--- src/sv/fepl_pkg.sv ---
// ----------------------------------------------------------------------------
// fepl_pkg
// Widths, register indexes and shared types of the flat-earth path length
// block.
// ----------------------------------------------------------------------------
package fepl_pkg;

    localparam int LAT_W   = 31;            // latitude field
    localparam int LON_W   = 32;            // longitude field
    localparam int SCALE_W = 32;            // per-degree scale registers
    localparam int MAG_W   = 33;            // magnitude of a coordinate difference
    localparam int PROD_W  = MAG_W + SCALE_W;
    localparam int DIST_W  = 51;            // magnitude of dy or dx
    localparam int LO_W    = 26;            // low half of dy or dx
    localparam int HI_W    = DIST_W - LO_W; // high half of dy or dx
    localparam int PP_W    = 2 * LO_W;      // widest partial product
    localparam int SQ_W    = 103;           // dy*dy + dx*dx
    localparam int ROOT_W  = 52;            // floor of the square root
    localparam int TOTAL_W = 64;

    localparam int CFG_IDX_W = 2;
    localparam logic [CFG_IDX_W-1:0] CFG_LAT_SCALE = 2'd0;
    localparam logic [CFG_IDX_W-1:0] CFG_LON_SCALE = 2'd1;

    typedef struct packed {
        logic busy;
        logic done;
    } root_status_t;

endpackage

--- src/sv/fepl_mul.sv ---
// ----------------------------------------------------------------------------
// fepl_mul
// Shared unsigned multiplier with a registered product.
// ----------------------------------------------------------------------------
module fepl_mul (
    input  logic                        clk,
    input  logic                        rst_n,
    input  logic [fepl_pkg::MAG_W-1:0]   a,
    input  logic [fepl_pkg::SCALE_W-1:0] b,
    output logic [fepl_pkg::PROD_W-1:0]  p
);

    logic [fepl_pkg::PROD_W-1:0] p_reg;

    always_ff @(posedge clk or negedge rst_n)
    begin
        if (!rst_n)
        begin
            p_reg <= '0;
        end
        else
        begin
            p_reg <= fepl_pkg::PROD_W'(a) * fepl_pkg::PROD_W'(b);
        end
    end

    assign p = p_reg;

endmodule

--- src/sv/fepl_sqrt.sv ---
// ----------------------------------------------------------------------------
// fepl_sqrt
// Digit-by-digit integer square root, one result bit per cycle.
// ----------------------------------------------------------------------------
module fepl_sqrt (
    input  logic                          clk,
    input  logic                          rst_n,
    input  logic                          start,
    input  logic [fepl_pkg::SQ_W-1:0]     radicand,
    output logic [fepl_pkg::ROOT_W-1:0]   root,
    output fepl_pkg::root_status_t        status
);

    localparam int SQP_W = 2 * fepl_pkg::ROOT_W;
    localparam int REM_W = fepl_pkg::ROOT_W + 2;
    localparam int TRY_W = REM_W + 2;
    localparam int CNT_W = $clog2(fepl_pkg::ROOT_W);

    logic [SQP_W-1:0]            n_reg;
    logic [REM_W-1:0]            rem_reg;
    logic [fepl_pkg::ROOT_W-1:0] root_reg;
    logic [CNT_W-1:0]            count_reg;
    logic                        busy_reg;
    logic                        done_reg;

    logic [TRY_W-1:0] rem_shift;
    logic [TRY_W-1:0] trial;
    logic             fits;

    always_comb
    begin
        rem_shift = {rem_reg, n_reg[SQP_W-1 -: 2]};
        trial     = {2'b00, root_reg, 2'b01};
        fits      = (rem_shift >= trial);
    end

    always_ff @(posedge clk or negedge rst_n)
    begin
        if (!rst_n)
        begin
            n_reg     <= '0;
            rem_reg   <= '0;
            root_reg  <= '0;
            count_reg <= '0;
            busy_reg  <= 1'b0;
            done_reg  <= 1'b0;
        end
        else
        begin
            done_reg <= 1'b0;
            if (start)
            begin
                n_reg     <= SQP_W'(radicand);
                rem_reg   <= '0;
                root_reg  <= '0;
                count_reg <= CNT_W'(fepl_pkg::ROOT_W - 1);
                busy_reg  <= 1'b1;
            end
            else if (busy_reg)
            begin
                n_reg <= {n_reg[SQP_W-3:0], 2'b00};
                if (fits)
                begin
                    rem_reg  <= REM_W'(rem_shift - trial);
                    root_reg <= {root_reg[fepl_pkg::ROOT_W-2:0], 1'b1};
                end
                else
                begin
                    rem_reg  <= rem_shift[REM_W-1:0];
                    root_reg <= {root_reg[fepl_pkg::ROOT_W-2:0], 1'b0};
                end
                if (count_reg == '0)
                begin
                    busy_reg <= 1'b0;
                    done_reg <= 1'b1;
                end
                else
                begin
                    count_reg <= count_reg - CNT_W'(1);
                end
            end
        end
    end

    assign root        = root_reg;
    assign status.busy = busy_reg;
    assign status.done = done_reg;

endmodule

--- src/sv/flat_earth_path_length.sv ---
// ----------------------------------------------------------------------------
// flat_earth_path_length
// Sums the flat-earth length of a stream of points and reports it per path.
// ----------------------------------------------------------------------------
// A point that follows another point of the same path passes through the beat
// itself, the shared multiplier (two scalings and six partial products of
// dy*dy + dx*dx), the square-root unit, which retires one root bit per cycle
// over 52 bits, and a step that adds the root to the total. A last point then
// loads the result register; the next point is taken while that result still
// waits.
module flat_earth_path_length #(
    parameter int COORD_FRAC_BITS = 23
) (
    input  logic                            clk,
    input  logic                            rst_n,
    input  logic                            cfg_we,
    input  logic [fepl_pkg::CFG_IDX_W-1:0]  cfg_index,
    input  logic [fepl_pkg::SCALE_W-1:0]    cfg_data,
    input  logic                            s_tvalid,
    output logic                            s_tready,
    input  logic [63:0]                     s_tdata,   // latitude[30:0], longitude[62:31]
    input  logic                            s_tlast,
    output logic                            m_tvalid,
    input  logic                            m_tready,
    output logic [63:0]                     m_tdata,   // total_distance[63:0]
    output logic                            m_tuser    // overflowed[0]
);

    localparam int SCALE_SHIFT = COORD_FRAC_BITS - 2;
    localparam int STEP_W      = 4;

    localparam logic [STEP_W-1:0] STEP_LAT   = 4'd0;
    localparam logic [STEP_W-1:0] STEP_LON   = 4'd1;
    localparam logic [STEP_W-1:0] STEP_DY_LL = 4'd2;
    localparam logic [STEP_W-1:0] STEP_DY_HL = 4'd3;
    localparam logic [STEP_W-1:0] STEP_DY_HH = 4'd4;
    localparam logic [STEP_W-1:0] STEP_DX_LL = 4'd5;
    localparam logic [STEP_W-1:0] STEP_DX_HL = 4'd6;
    localparam logic [STEP_W-1:0] STEP_DX_HH = 4'd7;
    localparam logic [STEP_W-1:0] STEP_LAST  = 4'd8;

    localparam logic [fepl_pkg::PROD_W-1:0] FRAC_MASK =
        (fepl_pkg::PROD_W'(1) << SCALE_SHIFT) - fepl_pkg::PROD_W'(1);

    typedef enum logic [2:0] {
        ST_IDLE,
        ST_MUL,
        ST_ROOT,
        ST_ACCUM,
        ST_EMIT
    } state_t;

    state_t                          state_reg;
    logic [fepl_pkg::SCALE_W-1:0]    lat_scale_reg;
    logic [fepl_pkg::SCALE_W-1:0]    lon_scale_reg;
    logic [fepl_pkg::LAT_W-1:0]      prev_lat_reg;
    logic [fepl_pkg::LON_W-1:0]      prev_lon_reg;
    logic                            have_prev_reg;
    logic [fepl_pkg::TOTAL_W-1:0]    total_reg;
    logic                            sat_reg;
    logic                            last_reg;
    logic [fepl_pkg::MAG_W-1:0]      mag_lat_reg;
    logic [fepl_pkg::MAG_W-1:0]      mag_lon_reg;
    logic                            neg_lat_reg;
    logic                            neg_lon_reg;
    logic [fepl_pkg::DIST_W-1:0]     dy_reg;
    logic [fepl_pkg::DIST_W-1:0]     dx_reg;
    logic [fepl_pkg::SQ_W-1:0]       acc_reg;
    logic [STEP_W-1:0]               step_reg;
    logic                            root_start_reg;
    logic                            out_valid_reg;
    logic [fepl_pkg::TOTAL_W-1:0]    out_total_reg;
    logic                            out_ovf_reg;

    logic [fepl_pkg::LAT_W-1:0]      in_lat;
    logic [fepl_pkg::LON_W-1:0]      in_lon;
    logic [fepl_pkg::MAG_W-1:0]      lat_diff;
    logic [fepl_pkg::MAG_W-1:0]      lon_diff;
    logic [fepl_pkg::MAG_W-1:0]      mul_a;
    logic [fepl_pkg::SCALE_W-1:0]    mul_b;
    logic [fepl_pkg::PROD_W-1:0]     mul_p;
    logic [fepl_pkg::PROD_W-1:0]     p_shift;
    logic                            dist_neg;
    logic                            frac_nz;
    logic [fepl_pkg::DIST_W-1:0]     step_dist;
    logic [fepl_pkg::SQ_W-1:0]       pp;
    logic [fepl_pkg::SQ_W-1:0]       term;
    logic [fepl_pkg::TOTAL_W:0]      sum;
    logic [fepl_pkg::ROOT_W-1:0]     root;
    fepl_pkg::root_status_t          root_status;
    logic                            in_beat;
    logic                            emit_go;

    assign in_lat  = s_tdata[fepl_pkg::LAT_W-1:0];
    assign in_lon  = s_tdata[fepl_pkg::LAT_W +: fepl_pkg::LON_W];
    assign s_tready = (state_reg == ST_IDLE);
    assign in_beat  = s_tvalid && s_tready;
    assign emit_go  = (state_reg == ST_EMIT) && (!out_valid_reg || m_tready);

    always_comb
    begin
        lat_diff = fepl_pkg::MAG_W'($signed(in_lat)) - fepl_pkg::MAG_W'($signed(prev_lat_reg));
        lon_diff = fepl_pkg::MAG_W'($signed(in_lon)) - fepl_pkg::MAG_W'($signed(prev_lon_reg));
    end

    always_comb
    begin
        mul_a = '0;
        mul_b = '0;
        case (step_reg)
            STEP_LAT:
            begin
                mul_a = mag_lat_reg;
                mul_b = lat_scale_reg;
            end
            STEP_LON:
            begin
                mul_a = mag_lon_reg;
                mul_b = lon_scale_reg;
            end
            STEP_DY_LL:
            begin
                mul_a = fepl_pkg::MAG_W'(dy_reg[fepl_pkg::LO_W-1:0]);
                mul_b = fepl_pkg::SCALE_W'(dy_reg[fepl_pkg::LO_W-1:0]);
            end
            STEP_DY_HL:
            begin
                mul_a = fepl_pkg::MAG_W'(dy_reg[fepl_pkg::DIST_W-1:fepl_pkg::LO_W]);
                mul_b = fepl_pkg::SCALE_W'(dy_reg[fepl_pkg::LO_W-1:0]);
            end
            STEP_DY_HH:
            begin
                mul_a = fepl_pkg::MAG_W'(dy_reg[fepl_pkg::DIST_W-1:fepl_pkg::LO_W]);
                mul_b = fepl_pkg::SCALE_W'(dy_reg[fepl_pkg::DIST_W-1:fepl_pkg::LO_W]);
            end
            STEP_DX_LL:
            begin
                mul_a = fepl_pkg::MAG_W'(dx_reg[fepl_pkg::LO_W-1:0]);
                mul_b = fepl_pkg::SCALE_W'(dx_reg[fepl_pkg::LO_W-1:0]);
            end
            STEP_DX_HL:
            begin
                mul_a = fepl_pkg::MAG_W'(dx_reg[fepl_pkg::DIST_W-1:fepl_pkg::LO_W]);
                mul_b = fepl_pkg::SCALE_W'(dx_reg[fepl_pkg::LO_W-1:0]);
            end
            STEP_DX_HH:
            begin
                mul_a = fepl_pkg::MAG_W'(dx_reg[fepl_pkg::DIST_W-1:fepl_pkg::LO_W]);
                mul_b = fepl_pkg::SCALE_W'(dx_reg[fepl_pkg::DIST_W-1:fepl_pkg::LO_W]);
            end
            default:
            begin
                mul_a = '0;
                mul_b = '0;
            end
        endcase
    end

    fepl_mul u_mul (
        .clk   (clk),
        .rst_n (rst_n),
        .a     (mul_a),
        .b     (mul_b),
        .p     (mul_p)
    );

    always_comb
    begin
        dist_neg  = (step_reg == STEP_LON) ? neg_lat_reg : neg_lon_reg;
        p_shift   = mul_p >> SCALE_SHIFT;
        frac_nz   = |(mul_p & FRAC_MASK);
        step_dist = p_shift[fepl_pkg::DIST_W-1:0] + fepl_pkg::DIST_W'(dist_neg && frac_nz);
        pp        = fepl_pkg::SQ_W'(mul_p[fepl_pkg::PP_W-1:0]);
        case (step_reg)
            STEP_DY_HL, STEP_DX_HL: term = pp;
            STEP_DY_HH, STEP_DX_HH: term = pp << (fepl_pkg::LO_W + 1);
            STEP_DX_LL, STEP_LAST:  term = pp << (2 * fepl_pkg::LO_W);
            default:                term = '0;
        endcase
        sum = {1'b0, total_reg} + (fepl_pkg::TOTAL_W + 1)'(root);
    end

    fepl_sqrt u_sqrt (
        .clk      (clk),
        .rst_n    (rst_n),
        .start    (root_start_reg),
        .radicand (acc_reg),
        .root     (root),
        .status   (root_status)
    );

    always_ff @(posedge clk or negedge rst_n)
    begin
        if (!rst_n)
        begin
            lat_scale_reg <= '0;
            lon_scale_reg <= '0;
        end
        else if (cfg_we)
        begin
            case (cfg_index)
                fepl_pkg::CFG_LAT_SCALE: lat_scale_reg <= cfg_data;
                fepl_pkg::CFG_LON_SCALE: lon_scale_reg <= cfg_data;
                default:                 ;
            endcase
        end
    end

    always_ff @(posedge clk or negedge rst_n)
    begin
        if (!rst_n)
        begin
            state_reg      <= ST_IDLE;
            prev_lat_reg   <= '0;
            prev_lon_reg   <= '0;
            have_prev_reg  <= 1'b0;
            total_reg      <= '0;
            sat_reg        <= 1'b0;
            last_reg       <= 1'b0;
            mag_lat_reg    <= '0;
            mag_lon_reg    <= '0;
            neg_lat_reg    <= 1'b0;
            neg_lon_reg    <= 1'b0;
            dy_reg         <= '0;
            dx_reg         <= '0;
            acc_reg        <= '0;
            step_reg       <= '0;
            root_start_reg <= 1'b0;
            out_valid_reg  <= 1'b0;
            out_total_reg  <= '0;
            out_ovf_reg    <= 1'b0;
        end
        else
        begin
            if (emit_go)
            begin
                out_valid_reg <= 1'b1;
            end
            else if (out_valid_reg && m_tready)
            begin
                out_valid_reg <= 1'b0;
            end
            case (state_reg)
                ST_IDLE:
                begin
                    if (in_beat)
                    begin
                        prev_lat_reg  <= in_lat;
                        prev_lon_reg  <= in_lon;
                        have_prev_reg <= 1'b1;
                        last_reg      <= s_tlast;
                        neg_lat_reg   <= lat_diff[fepl_pkg::MAG_W-1];
                        neg_lon_reg   <= lon_diff[fepl_pkg::MAG_W-1];
                        mag_lat_reg   <= lat_diff[fepl_pkg::MAG_W-1] ? -lat_diff : lat_diff;
                        mag_lon_reg   <= lon_diff[fepl_pkg::MAG_W-1] ? -lon_diff : lon_diff;
                        acc_reg       <= '0;
                        step_reg      <= STEP_LAT;
                        if (have_prev_reg)
                        begin
                            state_reg <= ST_MUL;
                        end
                        else if (s_tlast)
                        begin
                            state_reg <= ST_EMIT;
                        end
                    end
                end
                ST_MUL:
                begin
                    step_reg <= step_reg + STEP_W'(1);
                    acc_reg  <= acc_reg + term;
                    if (step_reg == STEP_LON)
                    begin
                        dy_reg <= step_dist;
                    end
                    if (step_reg == STEP_DY_LL)
                    begin
                        dx_reg <= step_dist;
                    end
                    if (step_reg == STEP_LAST)
                    begin
                        root_start_reg <= 1'b1;
                        state_reg      <= ST_ROOT;
                    end
                end
                ST_ROOT:
                begin
                    root_start_reg <= 1'b0;
                    if (root_status.done)
                    begin
                        state_reg <= ST_ACCUM;
                    end
                end
                ST_ACCUM:
                begin
                    if (sum[fepl_pkg::TOTAL_W])
                    begin
                        total_reg <= '1;
                        sat_reg   <= 1'b1;
                    end
                    else
                    begin
                        total_reg <= sum[fepl_pkg::TOTAL_W-1:0];
                    end
                    state_reg <= last_reg ? ST_EMIT : ST_IDLE;
                end
                ST_EMIT:
                begin
                    if (emit_go)
                    begin
                        out_total_reg <= total_reg;
                        out_ovf_reg   <= sat_reg;
                        total_reg     <= '0;
                        sat_reg       <= 1'b0;
                        have_prev_reg <= 1'b0;
                        state_reg     <= ST_IDLE;
                    end
                end
                default:
                begin
                    state_reg <= ST_IDLE;
                end
            endcase
        end
    end

    assign m_tvalid = out_valid_reg;
    assign m_tdata  = out_total_reg;
    assign m_tuser  = out_ovf_reg;

    assert property (@(posedge clk) disable iff (!rst_n)
        in_beat && have_prev_reg |=> state_reg == ST_MUL)
        else $error("point with predecessor did not start the multiply sequence");

    assert property (@(posedge clk) disable iff (!rst_n)
        root_status.done |-> state_reg == ST_ROOT)
        else $error("square root finished outside the root state");

    assert property (@(posedge clk) disable iff (!rst_n)
        sat_reg |-> total_reg == '1)
        else $error("saturated total is not at maximum");

    assert property (@(posedge clk) disable iff (!rst_n)
        m_tvalid && m_tuser |-> m_tdata == '1)
        else $error("overflow flag set on a total below maximum");

    assert property (@(posedge clk) disable iff (!rst_n)
        state_reg == ST_MUL |-> !root_status.busy)
        else $error("square root unit busy during the multiply sequence");

endmodule

--- config.mk ---
export PLATFORM = sky130hd
export DESIGN_NAME = flat_earth_path_length
export DESIGN_NICKNAME = d
export VERILOG_FILES = /design/src/sv/fepl_pkg.sv /design/src/sv/fepl_mul.sv /design/src/sv/fepl_sqrt.sv /design/src/sv/flat_earth_path_length.sv
export SDC_FILE = /design/constraint.sdc
export NUM_CORES = 2
export LEC_CHECK = 0
export BUFFER_PORTS_ARGS = -buffer_cell sky130_fd_sc_hd__buf_2
export CAP_MARGIN = 20
export CORE_ASPECT_RATIO = 0.6
export CORE_MARGIN = 4
export CORE_UTILIZATION = 40
export CTS_BUF_LIST = sky130_fd_sc_hd__clkbuf_4
export DETAILED_ROUTE_END_ITERATION = 6
export PLACE_DENSITY = 0.56
export SKIP_LAST_GASP = 1
export SYNTH_ARGS = -nofsm -noshare
export SYNTH_HDL_FRONTEND = slang
export SYNTH_SLANG_ARGS = --single-unit
export TNS_END_PERCENT = 30
--- constraint.sdc ---
create_clock -name clk -period 16.55 [get_ports clk]
set_input_delay 0.8275 -clock clk [delete_from_list [all_inputs] [get_ports clk]]
set_output_delay 0.8275 -clock clk [all_outputs]
set_load 0.03 [all_outputs]
Word-level counts from Yosys, hierarchy flattened:

Cells that the tools add are included.

* register bits after elaboration: 824
* input bits: 104
* output and inout bits: 67
* logic and storage cells: 144

* add/subtract/negate cells: 10
* $mul: 1
* magnitude comparators: 1
* equal/unequal tests: 20
* mux-type cells: 47
* reduce and logical (&&, ||, !) cells: 37

Operators with widths (count)
* $pmux 103 s3: 1
* $mux 104: 2
* $pmux 103 s2: 1
* $pmux 33 s6: 1
* $pmux 32 s6: 1
* $mux 54: 3
* $mux 64: 2
* $pmux 64 s2: 1
* $mux 52: 2
* $add 103x103->103: 1
* $mux 103: 1
* $mux 33: 2
* $neg 33->33: 2
* $add 64x52->65: 1
* $mul 33x32->65: 1
* $ge 56x54->1: 1
* $sub 54x54->54: 1
* $add 44x1->45: 1
* $sub 32x32->33: 1
* $sub 31x31->32: 1
* $mux 3: 7
* $reduce_or 21->1: 1
* $reduce_and 2->1: 10
* $mux 6: 3
* other kinds (29): 68

Depth between registers and ports, before layout:

* depth after elaboration: 5
* mapped depth: 40
* gate-level depth less buffers: 35

By module:

A second synthesis with hierarchy kept.

* cell total of the unflattened synthesis: 9857
* area total of the unflattened synthesis: 85975.0 um^2

Modules (own cells, without submodules)
* flat_earth_path_length: times used 1, cells each 4395, area an instance 36760.3 um^2, seq. area each 13237.7 um^2
* fepl_mul: times used 1, cells each 3973, area an instance 35920.7 um^2, seq. area each 1626.6 um^2
* fepl_sqrt: times used 1, cells each 1489, area an instance 13294.0 um^2, seq. area each 5455.2 um^2

Least setup slack after synthesis:

Ideal clock, no wire load.

* path kind: register -> register
* from: register step_reg[2]
* to: register u_mul.p_reg, in the netlist u_mul.p[60]
* setup time: 80 ps
* data arrival time: 9487 ps
* required time: 16470 ps
* path slack: 6983 ps
* stages on the path, launching flop included: 35
* buffers on the path: 7
* period minus slack after synthesis: 9567 ps
* cell sequence: dfrtp_1 -> clkbuf_1 -> nor2_1 -> and2_1 -> clkbuf_1 -> clkbuf_1 -> buf_1 -> buf_1 -> a22o_1 -> clkbuf_1 -> nand2_1 -> fa_1 -> inv_1 -> fa_1 -> inv_1 -> fa_1 -> fa_1 -> inv_1 -> fa_1 -> fa_1 -> fa_1 -> fa_1 -> ha_1 -> clkbuf_1 -> a2111oi_0 -> o21ai_0 -> a41o_1 -> a221o_1 -> nand2b_1 -> o211ai_1 -> a31o_2 -> o41a_1 -> a31o_2 -> a21oi_1 -> xnor2_1

* cells in the longest elaborated chain, start to end: 4
* elaborated cells on any way between the ends: 15
* those cells by class: mul (1); eq/ne (7); mux (2); reduce/logical (5)

RTL lines
* start, declared: line flat_earth_path_length.sv:69 `logic [STEP_W-1:0] step_reg;`
* start signal, assigned: line flat_earth_path_length.sv:270 `step_reg <= step_reg + STEP_W'(1);`
* $eq 4x3->1 or $eq 4x2->1 (tied branches): line flat_earth_path_length.sv:110 `case (step_reg)`
* $reduce_or 2->1 (no line)
* $pmux 33 s6 or $pmux 32 s6 (tied branches): line flat_earth_path_length.sv:110
* $mul 33x32->65 (*): line fepl_mul.sv:23 `p_reg <= fepl_pkg::PROD_W'(a) * fepl_pkg::PROD_W'(b);`
* end signal, assigned: line fepl_mul.sv:23
* end, declared: line fepl_mul.sv:13 `logic [fepl_pkg::PROD_W-1:0] p_reg;`

Every way passes the cells marked *; elsewhere a longest branch is shown, timed or not.
A chain may end at the register's enable or synchronous reset.

Worst setup path after layout:

* from: register step_reg[2]
* to: register u_mul.p_reg, in the netlist u_mul.p[57]

The elaborated chain is that of the path after synthesis.

==> metrics.yaml <==
status: "complete, but fails checks"
violations: "DRC"
wirelength_um: 307000
yosysUniqueCellTypes: 99
skew_ns: 0.221
pin_count: 171
power_density_nw_per_um2: 43.7
cts_root_buffer: "clkbuf_4"
crit_required_ns: 17.67
tightest_slew_ns: 1.22
slew_headroom_pct: 18.5
dieArea_um2: 221000
regToRegSetupSlack_ns: 4.99
clock_latency_ns: 1.24
layout-drive-gt1-share_pct: 8.41
largest_reg_flops: 104
globalplace.congestion: 0.992
combPwrFrac_pct: 5.0
intPower_mw: 2.98
synthArstFlopShare_pct: 100
cts_setup_buffers: 0
antenna_left: 0
nFillCells: 21194
min_from: "s_tvalid"
synth_edf_count: 0
core_um2: 212000
yosysSeqAreaShare_pct: 23.8
grt_pass1_vias: 71919
hpwlAfterDp_um: 239000
grt_max_degree: 178
clock-sinks: 812
io_buffers: 169
grt_pass1_wl_um: 464000
drt-pass1-iter-count: 7
drv_slew: 0
cts_max_path_buffers: 4
vias: 73738
syn-cell-area_um2: 85500
final_nets: 11609
fmax_mhz: 86.5
clk_pin_slew_ns: 0.07
area_growth_pct: 8.93
finalHoldViolations: 0
grt_setup_unrepaired: "no"
cp.arrival_ns: 12.68
r2r-end: "u_mul.p[57]"
timing.setup.tns_ns: 0
worst_slack_ns: 4.99
p_sw_share_pct: 26.8
mostFrequentLayoutCell: "nand2_1"
cts_tree: "built"
synth_top_area_share_pct: 23.8
critPathMostFrequentCell: "fa_1"
seqPwrFrac_pct: 49.9
yosys_warnings: 0
viasPerCell: 5.65
ir_worst_vdd_mv: 0.0651
post_drt_wl_per_cell_um: 23.5
synth_top_area_cell: "dfrtp_1"
htree_levels: 4
synth_flop_cell: "dfrtp_1"
power.net_switching_mw: 1.09
track_usage_pct: 27.4
maxCapViolCount: 0
slowest_delay_ns: 0.92
die_x_um: 605
p_clk_share_pct: 45.1
crit_type: "flop to flop"
end_kind: "flop"
p_leak_nw: 46.5
synth_area_leaders: "dfrtp_1, fa_1, ha_1"
layout_min_cycle_time_ns: 11.56
reg2reg_from: "step_reg[2]"
cts_buffers: 219
drtIter0Drc: 7936
synth-seq-cells: 812
final_cell_mix: "nand2_1, inv_1, fa_1, nor2_1, dfrtp_1"
path_max_fanout: 69
min_to: "neg_lat_reg"
grt-ovfl-total: 0
finish.instance_area_um2: 93100
start_kind: "flop"
antenna_found_initial: 38
hold_path_class: "input port to flop"
initial_core_util_pct: 40.2
place_area_um2: 89400
setup_viol: 0
whs_path_depth: 4
syn_nets: 11504
die_h_um: 366
netlist_instances: 9925
drc: 2
ff2ff_path_depth: 29
dp_slack_ns: 5.35
timing.critical_path.slowest_stage_cell: "a311oi_1"
min_period_over_period_pct: 69.9
avgSynthCellArea_um2: 8.61
fp-row-count: 131
[per-layer routing]
metal	up-vias	routed length [um]	track usage, %
li1	33251	-	-
met1	36865	150000	44.1
met2	3217	116000	35.5
met3	403	34100	7.64
met4	2	7150	5.80
met5	-	13	0
[synth_stat cells, drive strengths merged (31+ instances only)]
library cell  count
nor2b            49
clkbuf          518
o31ai            41
o21a             53
nor2            871
a211oi           69
a221o            54
mux2i           168
a22o            135
inv            1172
o211ai           75
buf              55
o21ai           671
and3             53
nand4           121
mux2             67
xor2            170
nand2          1563
or3              41
xnor2           215
nand3           135
a21oi           428
nor3             91
ha              545
nand2b           36
and4             31
fa              930
and2            107
a31oi            63
o21bai           63
a21o            204
dfrtp           812
[per-stage QoR]
stage	power (mW)	cells	hold slack (ns)	utilization [%]
2_1_floorplan	2.15	9925	0.439	-
3_3_place_gp	2.24	12568	0.456	42.1
3_5_place_dp	2.25	12568	0.457	42.1
4_1_cts	4.14	13027	0.0285	43.8
5_1_grt	4.26	13034	0.106	43.8
6_report	4.07	13052	0.150	43.8
[how the worst max path moves through the flow]
stage	start	to	slack (ns)
floorplan	step_reg[2]	u_mul.p[60]	6.98
global placement	step_reg[2]	u_mul.p[57]	5.45
detailed placement	step_reg[2]	u_mul.p[57]	5.35
CTS	step_reg[2]	u_mul.p[57]	5.34
global route	step_reg[2]	u_mul.p[57]	4.77
finish	step_reg[2]	u_mul.p[57]	4.99
[kinds of logic after synthesis]
kind of cell / Yosys count / share of synthesized area [%]
buf+inv: 1746 / 7.71
simple gates: 3195 / 16.2
compound gates: 2077 / 15.7
mux: 235 / 2.85
fa+ha+maj: 1475 / 29.8
xor+xnor: 385 / 3.97
flops: 812 / 23.8
[worst max-delay path, delay by kind of cell, from the launching register on]
kind,cells,cell delay [ns]
buffers and inverters,5,1.14
AOI/OAI and AO/OA,6,2.05
xor gates and xnor gates,1,0.22
adders and majority gates,9,4.53
and+or+nand+nor,8,2.95
DFF,1,0.48
[power groups by stage]
stage | logic, mW | registers (mW) | clock network [mW]
global route | 0.224 | 2.03 | 2.01
floorplan | 0.0907 | 2.06 | 0
global placement | 0.178 | 2.07 | 0
detailed placement | 0.182 | 2.07 | 0
CTS | 0.205 | 2.03 | 1.90
finish | 0.202 | 2.03 | 1.83
[final cells by class]
class	count	area (um^2)	area share, %
clock buffers	289	2170	2.33
clock inverters	72	434	0.466
inverters	1173	4400	4.73
well taps	2859	3580	3.84
flip-flops and latches	812	20300	21.8
diodes	23	57.6	0.0618
repair buffers	457	3300	3.55
multi-input cells	7367	58800	63.2
[repair_timing]
| item | CTS | global route |
|---|---|---|
| hold endpoints to repair | 226 | 0 |
| gates resized for setup | 0 | 0 |
| hold buffers | 98 | 0 |
(Power assumes the default switching activity.)
